## src/rtl/core/dlp_pkg.sv

```systemverilog
`timescale 1ns / 1ps

package dlp_pkg;

    localparam int CHAR_W = 8;

    typedef enum logic [1:0] {
        OP_BYTE  = 2'd0,
        OP_END   = 2'd1,
        OP_START = 2'd2,
        OP_NONE  = 2'd3
    } t_opcode;

    localparam logic [CHAR_W-1:0] CH_CR    = 8'h0D;
    localparam logic [CHAR_W-1:0] CH_LF    = 8'h0A;
    localparam logic [CHAR_W-1:0] CH_NUL   = 8'h00;
    localparam logic [CHAR_W-1:0] CH_EOL   = 8'h9B;
    localparam logic [CHAR_W-1:0] CH_SPACE = 8'h20;
    localparam logic [CHAR_W-1:0] CH_SLASH = 8'h2F;

    typedef enum logic [2:0] {
        ST_IDLE = 3'b001,
        ST_READ = 3'b010,
        ST_LOAD = 3'b100
    } t_state;

endpackage

```

## src/rtl/core/dlp_line_buf.sv

```systemverilog
`timescale 1ns / 1ps

module dlp_line_buf #(
    parameter int DEPTH  = 23,
    parameter int ADDR_W = 5
) (
    input  logic                        i_clk,
    input  logic                        i_we,
    input  logic [ADDR_W-1:0]           i_waddr,
    input  logic [dlp_pkg::CHAR_W-1:0]  i_wdata,
    input  logic [ADDR_W-1:0]           i_raddr,
    output logic [dlp_pkg::CHAR_W-1:0]  o_rdata
);

    logic [dlp_pkg::CHAR_W-1:0] r_mem [DEPTH];
    logic [dlp_pkg::CHAR_W-1:0] r_rdata;

    always_ff @(posedge i_clk) begin
        if (i_we) begin
            r_mem[i_waddr] <= i_wdata;
        end
        r_rdata <= r_mem[i_raddr];
    end

    assign o_rdata = r_rdata;

endmodule

```

## src/rtl/core/directory_listing_line_parser_core.sv

```systemverilog
`timescale 1ns / 1ps

// directory listing line parser
// input channel (i_in_valid / o_in_ready) takes one item per opcode: a listing
// byte, an end-of-listing flush or a start of a new listing. bytes go into an
// on-chip line buffer of NAME_LEN-1 entries; extra bytes of a line are dropped.
// a line end that yields an entry emits the first word of the line, less a
// trailing slash, on the output channel (o_out_valid / i_out_ready), one item
// per name character, each with the entry index and directory flag, and a last marker on the final one.
// byte and start items leave the parser idle, so the input stays ready. a line
// end that emits a name holds the input until the final character is loaded:
// each character takes a registered buffer read (ST_READ), then a load of the
// output register (ST_LOAD). a lone slash gives a single item with no valid character.
// the output register lets the next input item be taken while the final
// character of a name still waits; when the receiver stalls, the character
// sequencer holds and no input is taken until the final character is loaded.
// reset (synchronous, active low) clears the line length, the entry count and
// the output valid; buffer contents are left as they are.

module directory_listing_line_parser_core #(
    parameter int MAX_ENTRIES = 48,
    parameter int NAME_LEN    = 24
) (
    input  logic       i_clk,
    input  logic       i_rst_n,
    input  logic       i_in_valid,
    output logic       o_in_ready,
    input  logic [1:0] i_opcode,
    input  logic [7:0] i_data_byte,
    output logic       o_out_valid,
    input  logic       i_out_ready,
    output logic [5:0] o_entry_index,
    output logic [4:0] o_char_pos,
    output logic [7:0] o_name_char,
    output logic       o_char_valid,
    output logic       o_is_directory,
    output logic       o_last
);

    localparam int BUF_DEPTH = NAME_LEN - 1;
    localparam int ADDR_W    = (BUF_DEPTH > 1) ? $clog2(BUF_DEPTH) : 1;
    localparam int LEN_W     = $clog2(NAME_LEN);
    localparam int CNT_W     = $clog2(MAX_ENTRIES + 1);

    dlp_pkg::t_state r_state, n_state;

    logic [LEN_W-1:0] r_len, n_len;
    logic             r_sp_seen, n_sp_seen;
    logic [LEN_W-1:0] r_sp_idx, n_sp_idx;
    logic             r_slash, n_slash;
    logic [CNT_W-1:0] r_count, n_count;
    logic [LEN_W-1:0] r_k, n_k;
    logic [LEN_W-1:0] r_last_k, n_last_k;
    logic             r_dir, n_dir;
    logic             r_lone, n_lone;
    logic [5:0]       r_entry, n_entry;
    logic             r_out_valid, n_out_valid;

    logic [5:0] r_o_entry;
    logic [4:0] r_o_pos;
    logic [7:0] r_o_char;
    logic       r_o_cvalid;
    logic       r_o_dir;
    logic       r_o_last;

    logic                 w_accept;
    dlp_pkg::t_opcode     w_op;
    logic                 w_term;
    logic                 w_line_end;
    logic [LEN_W-1:0]     w_nlen;
    logic [LEN_W-1:0]     w_nlen2;
    logic                 w_emit;
    logic                 w_we;
    logic                 w_load;
    logic                 w_is_last;
    logic [7:0]           w_rdata;
    logic [CNT_W+5:0]     w_cnt_ext;
    logic [LEN_W+4:0]     w_k_ext;

    assign o_in_ready = (r_state == dlp_pkg::ST_IDLE);
    assign w_accept   = i_in_valid && o_in_ready;
    assign w_op       = dlp_pkg::t_opcode'(i_opcode);

    assign w_term = (i_data_byte == dlp_pkg::CH_CR) || (i_data_byte == dlp_pkg::CH_LF) ||
                    (i_data_byte == dlp_pkg::CH_NUL) || (i_data_byte == dlp_pkg::CH_EOL);
    assign w_line_end = (w_op == dlp_pkg::OP_END) || ((w_op == dlp_pkg::OP_BYTE) && w_term);

    // first word ends at the first space, or at the line end
    assign w_nlen  = r_sp_seen ? r_sp_idx : r_len;
    assign w_nlen2 = w_nlen - LEN_W'(r_slash);
    assign w_emit  = (r_len != '0) && (w_nlen != '0) && (r_count < CNT_W'(MAX_ENTRIES));

    assign w_we = w_accept && (w_op == dlp_pkg::OP_BYTE) && !w_term &&
                  (r_len < LEN_W'(BUF_DEPTH));

    assign w_load    = (r_state == dlp_pkg::ST_LOAD) && (!r_out_valid || i_out_ready);
    assign w_is_last = r_lone || (r_k == r_last_k);

    assign w_cnt_ext = (CNT_W + 6)'(r_count);
    assign w_k_ext   = (LEN_W + 5)'(r_k);

    dlp_line_buf #(
        .DEPTH  (BUF_DEPTH),
        .ADDR_W (ADDR_W)
    ) u_line_buf (
        .i_clk   (i_clk),
        .i_we    (w_we),
        .i_waddr (r_len[ADDR_W-1:0]),
        .i_wdata (i_data_byte),
        .i_raddr (r_k[ADDR_W-1:0]),
        .o_rdata (w_rdata)
    );

    always_comb begin
        n_state     = r_state;
        n_len       = r_len;
        n_sp_seen   = r_sp_seen;
        n_sp_idx    = r_sp_idx;
        n_slash     = r_slash;
        n_count     = r_count;
        n_k         = r_k;
        n_last_k    = r_last_k;
        n_dir       = r_dir;
        n_lone      = r_lone;
        n_entry     = r_entry;
        n_out_valid = r_out_valid && !i_out_ready;

        unique case (r_state)
            dlp_pkg::ST_IDLE: begin
                if (w_accept) begin
                    if (w_op == dlp_pkg::OP_START) begin
                        n_count   = '0;
                        n_len     = '0;
                        n_sp_seen = 1'b0;
                        n_slash   = 1'b0;
                    end else if (w_line_end) begin
                        n_len     = '0;
                        n_sp_seen = 1'b0;
                        n_slash   = 1'b0;
                        if (w_emit) begin
                            n_count  = r_count + CNT_W'(1);
                            n_entry  = w_cnt_ext[5:0];
                            n_dir    = r_slash;
                            n_k      = '0;
                            n_last_k = w_nlen2 - LEN_W'(1);
                            n_lone   = (w_nlen2 == '0);
                            n_state  = (w_nlen2 == '0) ? dlp_pkg::ST_LOAD : dlp_pkg::ST_READ;
                        end
                    end else if (w_we) begin
                        n_len = r_len + LEN_W'(1);
                        if (!r_sp_seen) begin
                            if (i_data_byte == dlp_pkg::CH_SPACE) begin
                                n_sp_seen = 1'b1;
                                n_sp_idx  = r_len;
                            end else begin
                                n_slash = (i_data_byte == dlp_pkg::CH_SLASH);
                            end
                        end
                    end
                end
            end
            dlp_pkg::ST_READ: begin
                n_state = dlp_pkg::ST_LOAD;
            end
            dlp_pkg::ST_LOAD: begin
                if (w_load) begin
                    n_out_valid = 1'b1;
                    if (w_is_last) begin
                        n_state = dlp_pkg::ST_IDLE;
                    end else begin
                        n_k     = r_k + LEN_W'(1);
                        n_state = dlp_pkg::ST_READ;
                    end
                end
            end
            default: begin
                n_state = dlp_pkg::ST_IDLE;
            end
        endcase
    end

    always_ff @(posedge i_clk) begin
        if (!i_rst_n) begin
            r_state     <= dlp_pkg::ST_IDLE;
            r_len       <= '0;
            r_sp_seen   <= 1'b0;
            r_slash     <= 1'b0;
            r_count     <= '0;
            r_out_valid <= 1'b0;
        end else begin
            r_state     <= n_state;
            r_len       <= n_len;
            r_sp_seen   <= n_sp_seen;
            r_slash     <= n_slash;
            r_count     <= n_count;
            r_out_valid <= n_out_valid;
        end
    end

    always_ff @(posedge i_clk) begin
        r_sp_idx <= n_sp_idx;
        r_k      <= n_k;
        r_last_k <= n_last_k;
        r_dir    <= n_dir;
        r_lone   <= n_lone;
        r_entry  <= n_entry;
        if (w_load) begin
            r_o_entry  <= r_entry;
            r_o_pos    <= w_k_ext[4:0];
            r_o_char   <= r_lone ? 8'h00 : w_rdata;
            r_o_cvalid <= !r_lone;
            r_o_dir    <= r_dir;
            r_o_last   <= w_is_last;
        end
    end

    assign o_out_valid    = r_out_valid;
    assign o_entry_index  = r_o_entry;
    assign o_char_pos     = r_o_pos;
    assign o_name_char    = r_o_char;
    assign o_char_valid   = r_o_cvalid;
    assign o_is_directory = r_o_dir;
    assign o_last         = r_o_last;

endmodule
```

## config.mk

```make
export PLATFORM = sky130hd
export DESIGN_NAME = directory_listing_line_parser_core
export DESIGN_NICKNAME = d
export VERILOG_FILES = /design/src/rtl/core/dlp_pkg.sv /design/src/rtl/core/dlp_line_buf.sv /design/src/rtl/core/directory_listing_line_parser_core.sv
export SDC_FILE = /design/constraint.sdc
export NUM_CORES = 1
export LEC_CHECK = 0
export BUFFER_PORTS_ARGS = -buffer_cell sky130_fd_sc_hd__buf_2
export CORE_ASPECT_RATIO = 1.25
export CORE_MARGIN = 3
export CORE_UTILIZATION = 55
export CTS_CLUSTER_SIZE = 24
export DETAILED_ROUTE_END_ITERATION = 12
export HOLD_SLACK_MARGIN = 0.05
export PLACE_DENSITY = 0.72
export SETUP_SLACK_MARGIN = 0.4
export SLEW_MARGIN = 0
export SYNTH_ARGS = -nofsm -noshare
export SYNTH_HDL_FRONTEND = slang
export SYNTH_SLANG_ARGS = --single-unit
```

## constraint.sdc

```tcl
create_clock -name i_clk -period 3.18 [get_ports i_clk]
set_clock_uncertainty 0.1 [all_clocks]
set_input_delay 0.318 -clock i_clk [delete_from_list [all_inputs] [get_ports i_clk]]
set_output_delay 0.318 -clock i_clk [all_outputs]
set_load 0.05 [all_outputs]
```

== Word level (Yosys, flattened, before mapping) ==
Memories as Yosys holds them, arrays and structs flattened. A register that Yosys moved wholly into a read port is not among the register bits.
Index checks and enable logic that the tools add are counted.

* $add $sub $neg: 5
* Order comparisons: 2
* Equal/unequal tests: 19
* Muxes and demuxes: 36
* Bitwise operators: 3
* Reduce and logical (&&, ||, !) cells: 35

{| class="wikitable"
|+ Operators with widths
! kind !! count
|-
| 5-bit 2-to-1 mux || 10
|-
| 3-bit 2-to-1 mux || 6
|-
| 6-bit 2-to-1 mux || 3
|-
| 8-bit by 4-bit == test with 1-bit output (second input constant) || 2
|-
| 8-bit by 6-bit == test with 1-bit output (second input constant) || 2
|-
| 5-bit AND reduction || 3
|-
| 1-bit 2-to-1 mux || 14
|-
| 7-bit AND reduction || 2
|-
| 5-bit by 1-bit adder with 5-bit output (second input constant) || 2
|-
| 5-bit case mux with 2 select lines || 1
|-
| 5-bit nonzero test || 2
|-
| 1-bit logical AND || 9
|-
| 3-bit case mux with 3 select lines || 1
|-
| 8-bit == test (second input constant) || 1
|-
| 8-bit zero test || 1
|-
| 6-bit by 1-bit adder with 6-bit output (second input constant) || 1
|-
| 1-bit logical OR || 6
|-
| 6-bit less-than comparator (second input constant) || 1
|-
| 2-bit by 1-bit inequality test with 1-bit output (second input constant) || 3
|-
| 2-bit inequality test (second input constant) || 3
|-
| 2-bit nonzero test || 3
|-
| 5-bit == test || 1
|-
| 5-bit zero test || 1
|-
| 5-bit less-than comparator (second input constant) || 1
|-
| 16 further kinds || 21
|}

* Bits in registers: 62
* Memory bits (writable): 184
* Bits of input ports: 14
* Output and inout port bits: 24
* Logic and storage cells: 119
* Memories kept: 1

{| class="wikitable"
|+ Memories
! memory !! words !! bits a word !! read ports !! clocked after memory_dff !! wr ports !! line !! RTL
|-
| u_line_buf.r_mem || 23 || 8 || 1 || 1 || 1 || dlp_line_buf.sv:15 || <nowiki>logic [dlp_pkg::CHAR_W-1:0] r_mem [DEPTH];</nowiki>
|}

== Depth between registers and ports, before layout ==
* Depth in word-level cells: 10
* Gate-level depth with buffers: 8
* Mapped depth without buffers: 8

== Hierarchy ==
From an unflattened synthesis, not the netlist that was laid out.

* Cells, all modules: 669
* Area, all modules: 10423.7 um2

{| class="wikitable"
|+ Modules (own cells, without submodules)
! module !! times used !! cells an instance !! area each (um2) !! sequential area each (um2)
|-
| dlp_line_buf || 1 || 419 || 7462.2 || 5685.5
|-
| directory_listing_line_parser_core || 1 || 250 || 2961.6 || 1691.6
|}

== Least setup slack after synthesis ==
OpenSTA, ideal clock, no wires.

* Path type: reg-to-reg
* Start: reg r_state[2]
* End: mem u_line_buf.r_mem[0][0] (netlist name), enable pin
* Setup time: 0.370 ns
* Arrival: 2.275 ns
* Required time: 2.710 ns
* Path slack: 0.435 ns
* Stages on the path, launching flop included: 9
* Path buffers: 1
* Period minus slack after synthesis: 2.745 ns
* Path through: dfxtp_1 nor2_1 nand2_2 inv_1 nand2_1 nor4_4 buf_6 nand2_4 nor2_1

* Longest elaborated chain between the ends: 7

{| class="wikitable"
|+ Ends and longest elaborated chain
! what !! line !! RTL
|-
| start: declaration || directory_listing_line_parser_core.sv:45 || <nowiki>dlp_pkg::t_state r_state, n_state;</nowiki>
|-
| start signal: assignment || directory_listing_line_parser_core.sv:184 || <nowiki>r_state <= dlp_pkg::ST_IDLE;</nowiki>
|-
| start signal: assignment || directory_listing_line_parser_core.sv:191 || <nowiki>r_state <= n_state;</nowiki>
|-
| 3-bit by 1-bit == test with 1-bit output || directory_listing_line_parser_core.sv:80 || <nowiki>assign o_in_ready = (r_state == dlp_pkg::ST_IDLE);</nowiki>
|-
| net o_in_ready || directory_listing_line_parser_core.sv:27 || <nowiki>output logic o_in_ready,</nowiki>
|-
| 1-bit logical AND || directory_listing_line_parser_core.sv:81 || <nowiki>assign w_accept = i_in_valid && o_in_ready;</nowiki>
|-
| 1-bit logical AND (3 in a row) || directory_listing_line_parser_core.sv:93 || <nowiki>assign w_we = w_accept && (w_op == dlp_pkg::OP_BYTE) && !w_term &&</nowiki>
|-
| 1-bit 2-to-1 mux || dlp_line_buf.sv:19 || <nowiki>if (i_we) begin</nowiki>
|-
| 1-bit 2-to-1 mux (implied by the code) || dlp_line_buf.sv:20 || <nowiki>r_mem[i_waddr] <= i_wdata;</nowiki>
|-
| end: declaration || dlp_line_buf.sv:15 ||
|}

The timed path passes the listed nets, and every way through them passes these cells.

== Worst setup path after layout ==
* Start: reg r_sp_seen
* End: reg r_last_k[4], data pin

* Longest elaborated chain between the ends: 3

{| class="wikitable"
|+ Ends and longest elaborated chain
! what !! line !! RTL
|-
| start: declaration || directory_listing_line_parser_core.sv:48 || <nowiki>logic r_sp_seen, n_sp_seen;</nowiki>
|-
| start signal: assignment || directory_listing_line_parser_core.sv:193 || <nowiki>r_sp_seen <= n_sp_seen;</nowiki>
|-
| 5-bit 2-to-1 mux || directory_listing_line_parser_core.sv:89 || <nowiki>assign w_nlen = r_sp_seen ? r_sp_idx : r_len;</nowiki>
|-
| 5-bit by 1-bit subtractor with 5-bit output || directory_listing_line_parser_core.sv:90 || <nowiki>assign w_nlen2 = w_nlen - LEN_W'(r_slash);</nowiki>
|-
| 5-bit by 1-bit subtractor with 5-bit output || directory_listing_line_parser_core.sv:145 || <nowiki>n_last_k = w_nlen2 - LEN_W'(1);</nowiki>
|-
| end signal: assignment || directory_listing_line_parser_core.sv:203 || <nowiki>r_last_k <= n_last_k;</nowiki>
|-
| end: declaration || directory_listing_line_parser_core.sv:53 || <nowiki>logic [LEN_W-1:0] r_last_k, n_last_k;</nowiki>
|}

Every way passes these cells.
A chain may end at the register's enable or synchronous reset.

==> results by group <==
Drt
  – Final wirelength: 20.4 mm
  – Drt via density: 6.02
  – Post-route ant nets: 0
  – Starting DRT DRC Count: 565
  – Routed WL per cell: 22.8 um
  – First-pass detailed-route iteration total: 5
  – DRC Markers: 0
  – Via count: ~5400

GRT
  – GRT overflow: 0
  – First-pass GRT wire length: ~32 mm
  – Largest net degree at the start of global routing: 54
  – Vias in the first global route: 5499
  – Global-route usage over all layers: a little over a fifth
  – Initial antenna violation count: 0

Yosys
  – Cell area after synthesis: 10200 um2
  – Synthesized instance count: 569
  – Top FF cell, synth: edfxtp_1
  – EDFF count, synth: 229
  – Sequential fraction of the synthesis area: 72.5%
  – Yosys warnings: 0
  – Syn_nets: 592
  – Post-Syn Area per Cell: roughly 18 um2
  – Ys async rst share: 0%
  – FF+latch count, synth: 254
  – Synth unique cells: between 50 and 60

Place
  – PortBufs: 37
  – Routability cong.: 0.823
  – Detailed placement HPWL: 13.6 mm
  – Dpl cell area: 10900 um2
  – Placed cell count: 850
  – Pre-CTS setup slack: 0.568 ns

STA
  – Setup violators final: 0
  – Final Critical Period: 2.61 ns
  – Final hold slack: 0.0639 ns
  – Final worst slack: 0.575 ns
  – Final Max Slew Viols: 0
  – Fin Setup TNS: 0 ns
  – RSZ-0062 raised after global routing: yes
  – Slew HR: 53.1%
  – Final Cycle Share: 81.9%
  – Worst-Margin Slew: 0.703 ns
  – Hold Violations, Final: 0
  – Fmax: approximately 380 MHz

Finish
  – Post-route design area: 11600 um2
  – Antenna diode count: 0
  – Non-Filler Instances: ~900
  – NumNets Final: 673
  – Final Util: 64.1%
  – Area growth from synthesis to layout: 14.4%
  – Most frequent cells in the layout: edfxtp_1, mux4_2, nor2_1, buf_4, buf_2
  – Commonest non-fill, non-tap cell in the layout: edfxtp_1
  – Layout cell share with drive strength beyond 1: 27.4%

Setup path
  – Cells along the critical path: mux2i_1 -> ha_1 -> nand2_1 -> xor2_1 -> o31ai_1 -> a21oi_1 -> or2_2
  – CP max stage delay: 0.61 ns
  – WS Path Type: register to register
  – Worst setup SP type: register
  – Worst setup EP type: register
  – Worst Reg-to-Reg Cells: 7
  – Worst Path Required: 3.34 ns
  – WP data arrival: 2.77 ns
  – Worst-path fanout max: 11
  – CP max-delay cell: dfxtp_1

Hold path
  – Hold crit path type: input port to register
  – Worst hold path stage count: 3

Power and ir drop
  – Max IR drop VDD: 0.545 mV
  – Total power draw: 8.66 mW
  – PD cells: 743 nW/um2
  – Leak pwr: 3.95 nW

CTS
  – Post-CTS setup buffer count: 0
  – Clk pin slew, worst setup/hold paths: 0.06 ns
  – CTS tree: done
  – Root Buffer: clkbuf_16
  – Cts bufs inserted: 23
  – Max Root-Sink Buffers: 3
  – H-tree levels: 1
  – Worst-skew pair later-pin latency: 0.51 ns
  – Clock tree sinks: around 250

Die
  – Die area: 20200 um2
  – # IOs: 38
  – Die height: about 160 um
  – Total core area: 18200 um2
  – Die Width: around 130 um
  – FP Rows: 55
  – Initial core utilization: a little under three fifths

Status
  – Status: finished clean

Run
  – MaxCap Viol Count: 0
[cells by family (layout without fill, tap and decap cells)]
kind of cell / after synthesis / after routing / share of synthesized area [%]
multiplexers: 71 / 71 / 12.9
adder cells (fa/ha/maj): 9 / 9 / 1.11
XOR/XNOR: 16 / 16 / 1.38
AO/OA/AOI/OAI: 49 / 49 / 3.36
buffers and inverters: 35 / 133 / 1.47
flip-flops: 254 / 254 / 72.5
AND/OR/NAND/NOR: 135 / 135 / 7.33
[area by class of cell]
cell class | count | area (um2)
Clock inverter | 12 | 133
Timing Repair Buffer | 81 | 536
Inverter | 10 | 37.5
Sequential cell | 254 | 7380
Fill cell | 1264 | 6520
Multi-Input combinational cell | 280 | 2660
Clock buffer | 30 | 622
Tap cell | 228 | 285
[final timing paths]
| path | startpoint | to | slack, ns |
|---|---|---|---|
| worst min register to register | r_entry[5] | o_entry_index[5] | 0.32 |
| worst max-delay path | r_sp_seen | r_last_k[4] | 0.57 |
| worst max register to register | r_sp_seen | r_last_k[4] | 0.57 |
| worst min-delay path | i_out_ready | o_out_valid | 0.06 |
[registers in the layout (all words and copies together) (netlist names)]
signal and flops:
o_char_pos 5, o_name_char 8, r_len 5, r_lone 1, r_sp_idx 5, r_k 5
r_dir 1, r_sp_seen 1, r_count 6, o_out_valid 1, o_is_directory 1, r_slash 1
r_last_k 5, o_last 1, u_line_buf.r_mem 184, r_entry 6, u_line_buf.o_rdata 8, r_state 3
o_char_valid 1, o_entry_index 6
[repair_timing]
action                                  4_1_cts  5_1_grt
hold endpoints to repair                      5        0
hold buffers                                  3        0
resized for setup                             0        1
endpoints found under the setup margin        0       15
[cells in the mapped netlist (2+ instances only)]
library cell  count  area (um2)
a21oi_1          13        65.1
a31oi_1           3        18.8
and2_1            2        12.5
and3_1            4        25.0
buf_1             2        7.51
buf_2             9        45.0
clkbuf_1         13        48.8
dfxtp_1          25         500
edfxtp_1        229        6880
ha_1              9         113
inv_1            10        37.5
mux2i_1          22         220
mux4_2           48        1080
nand2_1          25        93.8
nand2_2           2        12.5
nand2_4           4        45.0
nand2b_1          4        25.0
nand3_1          12        60.1
nand4_1           6        37.5
nor2_1           41         154
nor2b_1           9        56.3
nor3_1            2        10.0
nor3_2            4        40.0
nor4_1            3        18.8
o211ai_1          4        30.0
o21a_1            2        15.0
o21ai_0          12        60.1
o22ai_1           2        12.5
o31ai_1           4        30.0
or3_1             5        31.3
xnor2_1          10        87.6
xor2_1            6        52.6
[routing by layer]
metal	GRT usage (%)	vias to the layer above	routed length (um)
met5	0	-	0
met4	6.98	0	577
met3	2.90	41	1110
met2	36.6	197	10900
met1	26.9	2743	7830
li1	-	2403	-
[power by group]
part | total [mW] | switching, mW | leakage (nW) | internal (mW)
clock | 2.73 | 1.17 | 0.367 | 1.56
combinational | 2.01 | 1.10 | 1.30 | 0.916
sequential | 3.91 | 0.117 | 2.27 | 3.79
[worst max-delay path, delay by kind of cell (launching register included)]
family          cells  cell delay [ns]
compound gates      2             0.59
xor+xnor            1             0.16
fa+ha+maj           1             0.21
flops               1             0.61
mux                 1             0.29
simple gates        2             0.39
No activity file was read; power rests on OpenSTA's default activity.
